--- src/rtl/core/mmh3_pkg.sv ---
// ----------------------------------------------------------------------------
// mmh3_pkg: shared types and constants for the MurmurHash3 x86_32 engine
// Mixing constants, controller states, datapath operation codes, and the
// command/status bundles between controller and datapath.
// ----------------------------------------------------------------------------
package mmh3_pkg;

    localparam logic [31:0] C1       = 32'hcc9e2d51;
    localparam logic [31:0] C2       = 32'h1b873593;
    localparam logic [31:0] MIX_ADD  = 32'he6546b64;
    localparam logic [31:0] F1       = 32'h85ebca6b;
    localparam logic [31:0] F2       = 32'hc2b2ae35;
    localparam logic [31:0] SEED_RST = 32'd40;

    typedef enum logic [3:0] {
        ST_IDLE,      // no key in progress
        ST_ACC,       // key in progress, waiting for next byte
        ST_MIX_C1,    // k *= C1
        ST_MIX_C2,    // k = rotl15(k) * C2
        ST_MIX_H,     // h = rotl13(h ^ k) * 5 + MIX_ADD
        ST_FIN_C1,    // k = tail * C1
        ST_FIN_C2,    // k = rotl15(k) * C2
        ST_FIN_CNT,   // h ^= k (if tail) ^ count
        ST_FIN_F1,    // h = (h ^ h >> 16) * F1
        ST_FIN_F2,    // h = (h ^ h >> 13) * F2
        ST_FIN_OUT    // result = h ^ h >> 16
    } state_t;

    typedef enum logic [3:0] {
        OP_NONE,
        OP_BYTE,
        OP_MIX_C1,
        OP_SCR_C2,
        OP_MIX_H,
        OP_TAIL_C1,
        OP_FOLD,
        OP_AVAL1,
        OP_AVAL2,
        OP_EMIT
    } op_t;

    typedef struct packed {
        op_t  op;
        logic first;     // byte opens a new key
    } cmd_t;

    typedef struct packed {
        logic blk_full;  // current byte completes a 32-bit block
        logic out_free;  // output register can take a result this cycle
    } status_t;

endpackage

--- src/rtl/core/mmh3_dp.sv ---
// ----------------------------------------------------------------------------
// mmh3_dp: MurmurHash3 datapath
// Seed register, block packing, byte count, one shared 32x32 multiplier and
// the output register.
// ----------------------------------------------------------------------------
module mmh3_dp (
    input  logic              clk,
    input  logic              rst_n,
    input  logic              cfg_we,
    input  logic [31:0]       cfg_wdata,
    input  logic [7:0]        data_byte,
    input  mmh3_pkg::cmd_t    cmd,
    output mmh3_pkg::status_t status,
    output logic              out_valid,
    input  logic              out_ready,
    output logic [31:0]       hash_value
);
    import mmh3_pkg::*;

    logic [31:0] seed_reg;
    logic [31:0] hash_reg,  hash_next;
    logic [31:0] k_reg,     k_next;
    logic [23:0] part_reg,  part_next;
    logic [31:0] cnt_reg,   cnt_next;
    logic [31:0] out_reg,   out_next;
    logic        out_valid_reg, out_valid_next;

    logic [31:0] base_cnt;
    logic [23:0] base_part;
    logic [1:0]  pos;
    logic [23:0] lane;
    logic [31:0] mul_a, mul_b, mul_p;
    logic [31:0] mix_x;
    logic        tail;

    assign base_cnt  = cmd.first ? 32'd0 : cnt_reg;
    assign base_part = cmd.first ? 24'd0 : part_reg;
    assign pos       = base_cnt[1:0];
    assign lane      = {16'd0, data_byte} << {pos, 3'b000};
    assign tail      = (cnt_reg[1:0] != 2'd0);
    assign mix_x     = {hash_reg[18:0] ^ k_reg[18:0], hash_reg[31:19] ^ k_reg[31:19]};

    assign status.blk_full = (pos == 2'd3);
    assign status.out_free = !out_valid_reg || out_ready;

    // shared multiplier operand select
    always_comb
    begin
        unique case (cmd.op)
            OP_MIX_C1:
            begin
                mul_a = k_reg;
                mul_b = C1;
            end
            OP_TAIL_C1:
            begin
                mul_a = {8'd0, part_reg};
                mul_b = C1;
            end
            OP_SCR_C2:
            begin
                mul_a = {k_reg[16:0], k_reg[31:17]};
                mul_b = C2;
            end
            OP_AVAL1:
            begin
                mul_a = hash_reg ^ {16'd0, hash_reg[31:16]};
                mul_b = F1;
            end
            OP_AVAL2:
            begin
                mul_a = hash_reg ^ {13'd0, hash_reg[31:13]};
                mul_b = F2;
            end
            default:
            begin
                mul_a = k_reg;
                mul_b = C1;
            end
        endcase
    end

    assign mul_p = mul_a * mul_b;

    always_comb
    begin
        hash_next      = hash_reg;
        k_next         = k_reg;
        part_next      = part_reg;
        cnt_next       = cnt_reg;
        out_next       = out_reg;
        out_valid_next = out_valid_reg;
        if (out_valid_reg && out_ready)
        begin
            out_valid_next = 1'b0;
        end
        unique case (cmd.op)
            OP_BYTE:
            begin
                if (cmd.first)
                begin
                    hash_next = seed_reg;
                end
                if (status.blk_full)
                begin
                    k_next    = {data_byte, base_part};
                    part_next = 24'd0;
                end
                else
                begin
                    part_next = base_part | lane;
                end
                cnt_next = base_cnt + 32'd1;
            end
            OP_MIX_C1, OP_TAIL_C1, OP_SCR_C2:
            begin
                k_next = mul_p;
            end
            OP_MIX_H:
            begin
                // x * 5 as x + 4x
                hash_next = mix_x + {mix_x[29:0], 2'b00} + MIX_ADD;
            end
            OP_FOLD:
            begin
                hash_next = hash_reg ^ (tail ? k_reg : 32'd0) ^ cnt_reg;
            end
            OP_AVAL1, OP_AVAL2:
            begin
                hash_next = mul_p;
            end
            OP_EMIT:
            begin
                out_next       = hash_reg ^ {16'd0, hash_reg[31:16]};
                out_valid_next = 1'b1;
            end
            default:
            begin
            end
        endcase
    end

    always_ff @(posedge clk or negedge rst_n)
    begin
        if (!rst_n)
        begin
            seed_reg      <= SEED_RST;
            out_valid_reg <= 1'b0;
        end
        else
        begin
            if (cfg_we)
            begin
                seed_reg <= cfg_wdata;
            end
            out_valid_reg <= out_valid_next;
        end
    end

    always_ff @(posedge clk)
    begin
        hash_reg <= hash_next;
        k_reg    <= k_next;
        part_reg <= part_next;
        cnt_reg  <= cnt_next;
        out_reg  <= out_next;
    end

    assign out_valid  = out_valid_reg;
    assign hash_value = out_reg;

endmodule

--- src/rtl/core/mmh3_ctrl.sv ---
// ----------------------------------------------------------------------------
// mmh3_ctrl: MurmurHash3 sequencer
// Takes bytes, steps the datapath through block mixing and finalization.
// ----------------------------------------------------------------------------
module mmh3_ctrl (
    input  logic              clk,
    input  logic              rst_n,
    input  logic              in_valid,
    output logic              in_ready,
    input  logic              last_byte,
    input  mmh3_pkg::status_t status,
    output mmh3_pkg::cmd_t    cmd
);
    import mmh3_pkg::*;

    state_t state_reg, state_next;
    logic   last_reg,  last_next;
    logic   xfer;

    assign in_ready = (state_reg == ST_IDLE) || (state_reg == ST_ACC);
    assign xfer     = in_valid && in_ready;

    // next state
    always_comb
    begin
        state_next = state_reg;
        last_next  = last_reg;
        unique case (state_reg)
            ST_IDLE, ST_ACC:
            begin
                if (xfer)
                begin
                    last_next = last_byte;
                    priority if (status.blk_full)
                    begin
                        state_next = ST_MIX_C1;
                    end
                    else if (last_byte)
                    begin
                        state_next = ST_FIN_C1;
                    end
                    else
                    begin
                        state_next = ST_ACC;
                    end
                end
            end
            ST_MIX_C1:  state_next = ST_MIX_C2;
            ST_MIX_C2:  state_next = ST_MIX_H;
            ST_MIX_H:   state_next = last_reg ? ST_FIN_CNT : ST_ACC;
            ST_FIN_C1:  state_next = ST_FIN_C2;
            ST_FIN_C2:  state_next = ST_FIN_CNT;
            ST_FIN_CNT: state_next = ST_FIN_F1;
            ST_FIN_F1:  state_next = ST_FIN_F2;
            ST_FIN_F2:  state_next = ST_FIN_OUT;
            ST_FIN_OUT:
            begin
                if (status.out_free)
                begin
                    state_next = ST_IDLE;
                end
            end
            default:    state_next = ST_IDLE;
        endcase
    end

    // outputs
    always_comb
    begin
        cmd.op    = OP_NONE;
        cmd.first = (state_reg == ST_IDLE);
        unique case (state_reg)
            ST_IDLE, ST_ACC:
            begin
                if (xfer)
                begin
                    cmd.op = OP_BYTE;
                end
            end
            ST_MIX_C1:  cmd.op = OP_MIX_C1;
            ST_MIX_C2:  cmd.op = OP_SCR_C2;
            ST_MIX_H:   cmd.op = OP_MIX_H;
            ST_FIN_C1:  cmd.op = OP_TAIL_C1;
            ST_FIN_C2:  cmd.op = OP_SCR_C2;
            ST_FIN_CNT: cmd.op = OP_FOLD;
            ST_FIN_F1:  cmd.op = OP_AVAL1;
            ST_FIN_F2:  cmd.op = OP_AVAL2;
            ST_FIN_OUT:
            begin
                if (status.out_free)
                begin
                    cmd.op = OP_EMIT;
                end
            end
            default:    cmd.op = OP_NONE;
        endcase
    end

    always_ff @(posedge clk or negedge rst_n)
    begin
        if (!rst_n)
        begin
            state_reg <= ST_IDLE;
            last_reg  <= 1'b0;
        end
        else
        begin
            state_reg <= state_next;
            last_reg  <= last_next;
        end
    end

endmodule

--- src/rtl/core/murmur3_32_hash_engine.sv ---
// ----------------------------------------------------------------------------
// murmur3_32_hash_engine: streaming MurmurHash3 x86_32
// Hashes a key fed one byte per transfer and returns the 32-bit hash.
// ----------------------------------------------------------------------------
// Feed the key one byte per input transfer (data_byte, in memory order) and
// raise last_byte on the final byte; one hash_value transfer follows per key.
// Empty keys cannot be expressed. Bytes are packed little-endian into 32-bit
// blocks. When a byte completes a block, the block is scrambled through the
// single shared 32x32 multiplier, one multiply per cycle, and mixed into the
// running hash, and no byte is taken meanwhile. After the last byte the
// engine runs the tail scramble, count fold, two avalanche multiplies and
// output when a 1..3 byte tail remains or, when the last byte closed a block,
// the block mix, then the count fold, two avalanche multiplies and output.
// The result sits in an output register; the next key can start as soon as
// that register has been loaded, and the engine only waits if a previous hash
// has not yet been taken. seed (reset value 40) is written through
// cfg_we/cfg_wdata, takes effect at the first byte of the next key, and
// should be changed only while idle.
// ----------------------------------------------------------------------------
module murmur3_32_hash_engine (
    input  logic        clk,
    input  logic        rst_n,
    // seed register
    input  logic        cfg_we,
    input  logic [31:0] cfg_wdata,
    // byte input
    input  logic        in_valid,
    output logic        in_ready,
    input  logic [7:0]  data_byte,
    input  logic        last_byte,
    // hash output
    output logic        out_valid,
    input  logic        out_ready,
    output logic [31:0] hash_value
);
    import mmh3_pkg::*;

    cmd_t    cmd;
    status_t status;

    // sequencer: byte intake, block mix and finalization steps
    mmh3_ctrl u_ctrl (
        .clk       (clk),
        .rst_n     (rst_n),
        .in_valid  (in_valid),
        .in_ready  (in_ready),
        .last_byte (last_byte),
        .status    (status),
        .cmd       (cmd)
    );

    // hash state, shared multiplier and output register
    mmh3_dp u_dp (
        .clk        (clk),
        .rst_n      (rst_n),
        .cfg_we     (cfg_we),
        .cfg_wdata  (cfg_wdata),
        .data_byte  (data_byte),
        .cmd        (cmd),
        .status     (status),
        .out_valid  (out_valid),
        .out_ready  (out_ready),
        .hash_value (hash_value)
    );

endmodule

--- config.mk ---
export PLATFORM = sky130hd
export DESIGN_NAME = murmur3_32_hash_engine
export DESIGN_NICKNAME = d
export VERILOG_FILES = /design/src/rtl/core/mmh3_pkg.sv /design/src/rtl/core/mmh3_dp.sv /design/src/rtl/core/mmh3_ctrl.sv /design/src/rtl/core/murmur3_32_hash_engine.sv
export SDC_FILE = /design/constraint.sdc
export NUM_CORES = 2
export LEC_CHECK = 0
export CORE_UTILIZATION = 25
export CTS_CLUSTER_DIAMETER = 60
export DETAILED_ROUTE_END_ITERATION = 8
export DONT_BUFFER_PORTS = 1
export PLACE_DENSITY = 0.35
export SLEW_MARGIN = 5
export SYNTH_ARGS = -nofsm -noshare
export SYNTH_HDL_FRONTEND = slang
export SYNTH_SLANG_ARGS = --single-unit
--- constraint.sdc ---
create_clock -name clk -period 9.7 [get_ports clk]
set_input_delay 0.485 -clock clk [delete_from_list [all_inputs] [get_ports clk]]
set_output_delay 0.485 -clock clk [all_outputs]
set_load 0.03 [all_outputs]
== Yosys cells after proc, flatten, opt, wreduce, memory -nomap -nowiden ==
Cells that the tools add are included.
Cells by class
  order comparisons: 0
  eq/ne operators: 24
  multipliers: 1
  shift operators: 1
  add/sub/neg operators: 3
  bitwise logic cells: 7
  divide/modulo/power cells: 0
  reductions and logical operators: 18
  muxes and demuxes: 20
Operator list (count)
  $pmux 32 s4: 2
  $mux 32: 4
  $pmux 32 s3: 1
  $pmux 32 s2: 1
  $xor 32x32->32: 2
  $pmux 4 s10: 1
  $pmux 4 s9: 1
  $add 32x1->32 const B: 1
  $add 32x32->32: 1
  $add 32x32->32 const B: 1
  $eq 4x3->1 const B: 8
  $mul 32x32->32: 1
  $xor 32x16->32: 1
  $xor 32x19->32: 1
  $mux 24: 1
  $or 24x24->24: 1
  $shl 8x5->24: 1
  $eq 4x4->1 const B: 5
  $xor 19x19->19: 1
  $eq 4x2->1 const B: 4
  $mux 4: 4
  $xor 13x13->13: 1
  $eq 4x1->1 const B: 2
  $reduce_and 2->1: 4
  13 further kinds: 24
Word-level totals
  register bits: 190
  memories: 0
  RAM bits: 0
  latch bits: 0
  logic and storage cells: 83
  input bits: 46
  ROM bits: 0

== Longest topological paths before layout ==
  depth in word-level cells: 9
  mapped depth: 39
  mapped depth without buffers: 36

== Cells and area by module ==
Synthesis repeated with hierarchy kept, for this count alone.
Unflattened totals
  cells, all modules: 2847
  area total of the unflattened synthesis: 26888.3 sq um
Modules (own cells, without submodules)
  mmh3_dp: area each 26391.6 sq um, seq. area each 5392.7 sq um, times used 1, cells an instance 2789
  mmh3_ctrl: area each 496.7 sq um, seq. area each 125.1 sq um, times used 1, cells an instance 58

== Worst setup path before layout ==
No wires, ideal clock.
  path kind: reg2reg
  start: reg u_ctrl.state_reg[2]
  end: reg u_dp.hash_reg[30] (data pin)
  required time: 9542 ps
  arrival: 8716 ps
  cell stages (with the launch flop): 35
  setup slack: 826 ps
  buffers on the path: 4
  period minus slack after synthesis: 8874 ps
  setup time: 158 ps
  path through: dfrtp_1 -> buf_2 -> xor2_1 -> and2_1 -> buf_2 -> buf_1 -> clkbuf_1 -> nand2_1 -> nand2_1 -> a211oi_1 -> or2_2 -> nor2_1 -> inv_1 -> fa_1 -> inv_1 -> fa_1 -> fa_1 -> inv_1 -> fa_1 -> inv_1 -> fa_1 -> fa_1 -> fa_1 -> fa_1 -> ha_1 -> a21o_1 -> a21o_1 -> a21o_1 -> a21o_1 -> a21o_1 -> or3_1 -> a21o_1 -> a21oi_1 -> mux2_2 -> o211ai_1
Between the ends
  longest elaborated chain between the ends: 9
  elaborated cells on any way between the ends: 29
  classes of those cells: 1 x mul; 17 x eq/ne; 5 x mux; 6 x reduce/logical
Ends and longest elaborated chain
  from (decl): RTL line mmh3_ctrl.sv:16  | state_t state_reg, state_next;
  from (signal assigned): RTL line mmh3_ctrl.sv:108  | state_reg <= state_next;
  $eq 4x1->1 / $logic_not 4->1 (equally long branches): RTL line mmh3_ctrl.sv:20, mmh3_ctrl.sv:72
  $logic_or 1x1->1: RTL line mmh3_ctrl.sv:20  | assign in_ready = (state_reg == ST_IDLE) || (state_reg == ST_ACC);
  $logic_and 1x1->1: RTL line mmh3_ctrl.sv:21  | assign xfer = in_valid && in_ready;
  $mux 1: RTL line mmh3_ctrl.sv:75  | if (xfer)
  $pmux 4 s9 (*): RTL line mmh3_ctrl.sv:72  | unique case (state_reg)
  $eq 4x4->1 (tied with other cells): RTL line mmh3_dp.sv:49, mmh3_dp.sv:97
  $pmux 32 s4 / $pmux 32 s3 (equally long branches): RTL line mmh3_dp.sv:49  | unique case (cmd.op)
  $mul 32x32->32: RTL line mmh3_dp.sv:83  | assign mul_p = mul_a * mul_b;
  $pmux 32 s4 (*): RTL line mmh3_dp.sv:97  | unique case (cmd.op)
  via u_dp.hash_next[30]: RTL line mmh3_dp.sv:21  | logic [31:0] hash_reg, hash_next;
  to (signal assigned): RTL line mmh3_dp.sv:162  | hash_reg <= hash_next;
  to (decl): RTL line mmh3_dp.sv:21
Mark *: on every way through the listed nets, which the timed path passes. The rest lies on a longest branch.
A chain may end at the register's enable or synchronous reset.

== Worst setup path in the final report ==
  start: reg u_dp.hash_reg[13]
  end: reg u_dp.hash_reg[31] (data pin)
Between the ends
  longest elaborated chain between the ends: 4
  elaborated cells on any way between the ends: 8
  classes of those cells: 2 x add/sub; 1 x mul; 2 x mux; 3 x bitwise
Ends and longest elaborated chain
  $xor 32x19->32 (tied with other cells): RTL line mmh3_dp.sv:72  | mul_a = hash_reg ^ {13'd0, hash_reg[31:13]};
  $pmux 32 s4 / $add 32x32->32 (equally long branches): RTL line mmh3_dp.sv:49, mmh3_dp.sv:122
  $mul 32x32->32 / $add 32x32->32 (equally long branches): RTL line mmh3_dp.sv:83, mmh3_dp.sv:122
  $pmux 32 s4 (*): RTL line mmh3_dp.sv:97
  via u_dp.hash_next[31]: RTL line mmh3_dp.sv:21
Marked as above.

==> out/metrics.yaml <==
setup_path:
  critical_path_required_ns: 9.92
  worstPathArrival_ns: 9.77
  end_kind: "register"
  critPathKind: "reg -> reg"
  startpoint_type: "register"
  crit_path_max_fanout: 5
yosys:
  yosysSeqAreaShare_pct: 20.7
  ys_seq_elements: 190
  yosysTopAreaCellShare_pct: 29.5
  syn_area_sq_um: 26600
  synth_edf_count: 152
  syn_nets: 3454
  yosys_warnings: 0
  async_reset_ff_share_pct: 20.0
  synth_area_leaders: "fa_1 29%, edfxtp_1 17%, ha_1 9.2%"
  synth_top_cell_by_area: "fa_1"
  yosys_most_used_dff: "edfxtp_1"
  syn_inst: 2821
  synth.distinct_cells: 80
  avgSynthCellArea_sq_um: 9.44
drt:
  drtAntennaViolNets: 0
  drc_errors: 20
  first_pass_iters: 7
  viasPerCell: 4.89
  wire_per_inst_microns: 30.7
  routed_wl_microns: 133000
  vias: 21200
  drtIter0Drc: 1962
clocking:
  clkLatencyLatePin_ns: 0.50
  cts.sinks: 190
  clock_path_buffers: 2
  cts_made_buffers: 17
  cts_tree: "done"
  root_buffer: "clkbuf_16"
  htree_levels: 4
  clk_pin_slew_worst_paths_ns: 0.09
floorplanning:
  die_w_microns: 328
  die_area_sq_um: 108000
  io_pins: 80
  dieHeight_microns: 328
  start_util_pct: 25.3
  fp-row-count: 119
  core_region_area_sq_um: 105000
timing:
  whs_ns: 0.107
  clock_skew_ns: 0.0283
  slew_headroom_pct: 22.0
  finalMaxSlewViolations: 0
  final-hold-violation-count: 0
  tightest_slew_ns: 1.17
  fmax_ghz: 0.105
  period_share_pct: 98.5
  setup_viol: 0
  period_needed_ns: 9.56
cells_and_area:
  syn_to_final_growth_pct: 13.8
  layout_common_cells: "581 x inv_1, 392 x fa_1, 281 x nand2_1"
  final_nets: 3555
  final_layout_size_suffix_gt1_share_pct: 11.0
  layout_commonest_cell: "inv_1"
global_routing:
  globalRouteOverflowTotal: 0
  grt_max_degree: 59
  grt_pass1_wl_microns: 184000
  grt_pass1_vias: 22500
  grt_usage_pct: 24.9
  antenna_found_initial: 6
place:
  port-buffer-count: 0
  gp_congestion: 0.977
  hpwlAfterDp_microns: 114000
flow_run:
  maxCapViolCount: 0
run_status:
  status: "finished, violations left"
  failed_checks: "DRC"
worst_hold_path:
  holdCritPathClass: "in -> reg"
[final timing paths]
path	start	endpoint	slack (ns)	cells after the start
setup reg to reg	u_dp.hash_reg[13]$_DFFE_PP_	u_dp.hash_reg[31]$_DFFE_PP_	0.14	26
hold / removal	last_byte	u_ctrl.last_reg$_DFFE_PN0P_	0.11	2
min in group asynchronous	rst_n	u_ctrl.state_reg[0]$_DFFE_PN0P_	0.51	2
setup / recovery	u_dp.hash_reg[13]$_DFFE_PP_	u_dp.hash_reg[31]$_DFFE_PP_	0.14	26
hold reg to reg	u_dp.seed_reg[18]$_DFFE_PN0P_	u_dp.seed_reg[18]$_DFFE_PN0P_	0.51	1
max in group asynchronous	rst_n	u_dp.seed_reg[3]$_DFFE_PN1P_	8.86	2
[critical path, cell delays in order, from the launching register on]
cell and delay, ns:
edfxtp_1 0.73, xor2_2 0.61, a32oi_1 0.28, a31oi_1 0.40, buf_4 0.19, buf_4 0.17, inv_1 0.19, fa_1 0.61
fa_1 0.56, fa_1 0.54, inv_1 0.07, fa_1 0.53, inv_1 0.09, fa_1 0.46, fa_1 0.52, fa_1 0.43
fa_1 0.38, xor2_1 0.23, xnor2_1 0.13, xnor2_1 0.21, xnor2_1 0.17, xnor3_1 0.38, xnor2_2 0.16, xnor3_1 0.37
xnor3_1 0.48, xnor2_2 0.22, o221ai_1 0.15
[final cells by class]
class / count / area, sq um
well taps: 1391 / 1740
multi-input cells: 1929 / 18600
repair buffers: 198 / 1560
clock inverters: 13 / 180
clock buffers: 19 / 475
fillers: 11200 / 75100
diodes: 4 / 10.0
inverters: 586 / 2200
flip-flops and latches: 190 / 5520
[logic make-up (layout without fill, tap and decap cells)]
logic type	Yosys count	count (layout)	share of synthesized area [%]
flops	190	190	20.7
other cells	0	4	0
xor+xnor	255	255	8.67
fa+ha+maj	587	587	38.6
simple gates	669	669	11.0
buf+inv	702	816	9.96
compound gates	375	375	9.21
mux	43	43	1.78
[cells in the mapped netlist (7+ instances only)]
cell type and instances:
o21ai_0 57, edfxtp_1 152, and3_1 12, nor2_1 204, nand2b_1 21, a21oi_1 128, and2_1 25, or2_2 10
nor2b_1 12, a31oi_1 20, a222oi_1 13, ha_1 195, a22oi_1 23, mux2i_1 9, nand4_1 11, a32oi_1 7
a21o_1 33, o22ai_1 9, a221oi_1 8, dfrtp_1 36, o21a_1 12, mux2_2 34, xor2_1 101, nand3_1 40
buf_2 11, nand2_1 282, inv_1 582, xnor2_1 148, fa_1 392, buf_1 19, or3_1 17, clkbuf_1 85
nor3_1 16
[per-stage QoR]
stage | util, % | setup WS, ns | setup TNS (ns) | instance area [sq um] | cells
after detailed placement | 28.0 | -0.0732 | -0.101 | 29500 | 4289
after floorplan | - | 0.826 | 0 | 26600 | 2821
final | 28.8 | 0.144 | 0 | 30300 | 4330
after global routing | 28.8 | -0.0301 | -0.0301 | 30300 | 4326
after global placement | 28.0 | -0.0542 | -0.0542 | 29500 | 4289
after CTS | 28.6 | 0.0172 | 0 | 30200 | 4323
[per-layer routing]
layer	global-route usage, %	part of all wire [%]	up-vias
met5	0	0	-
met4	8.17	3.8	0
met3	2.92	5.0	171
met2	40.4	46	793
met1	34.4	45	11100
li1	-	-	9140
[timing repair]
action	CTS	global route
gates resized for setup	1	16
gates cloned	0	1
pin swaps	0	2
setup buffers	0	2
hold buffers	2	0
setup endpoints to repair	3	14
hold endpoints to repair	38	0
Power is not shown: default switching activity piles up to over one toggle a cycle in this logic, so the estimate is an artifact.
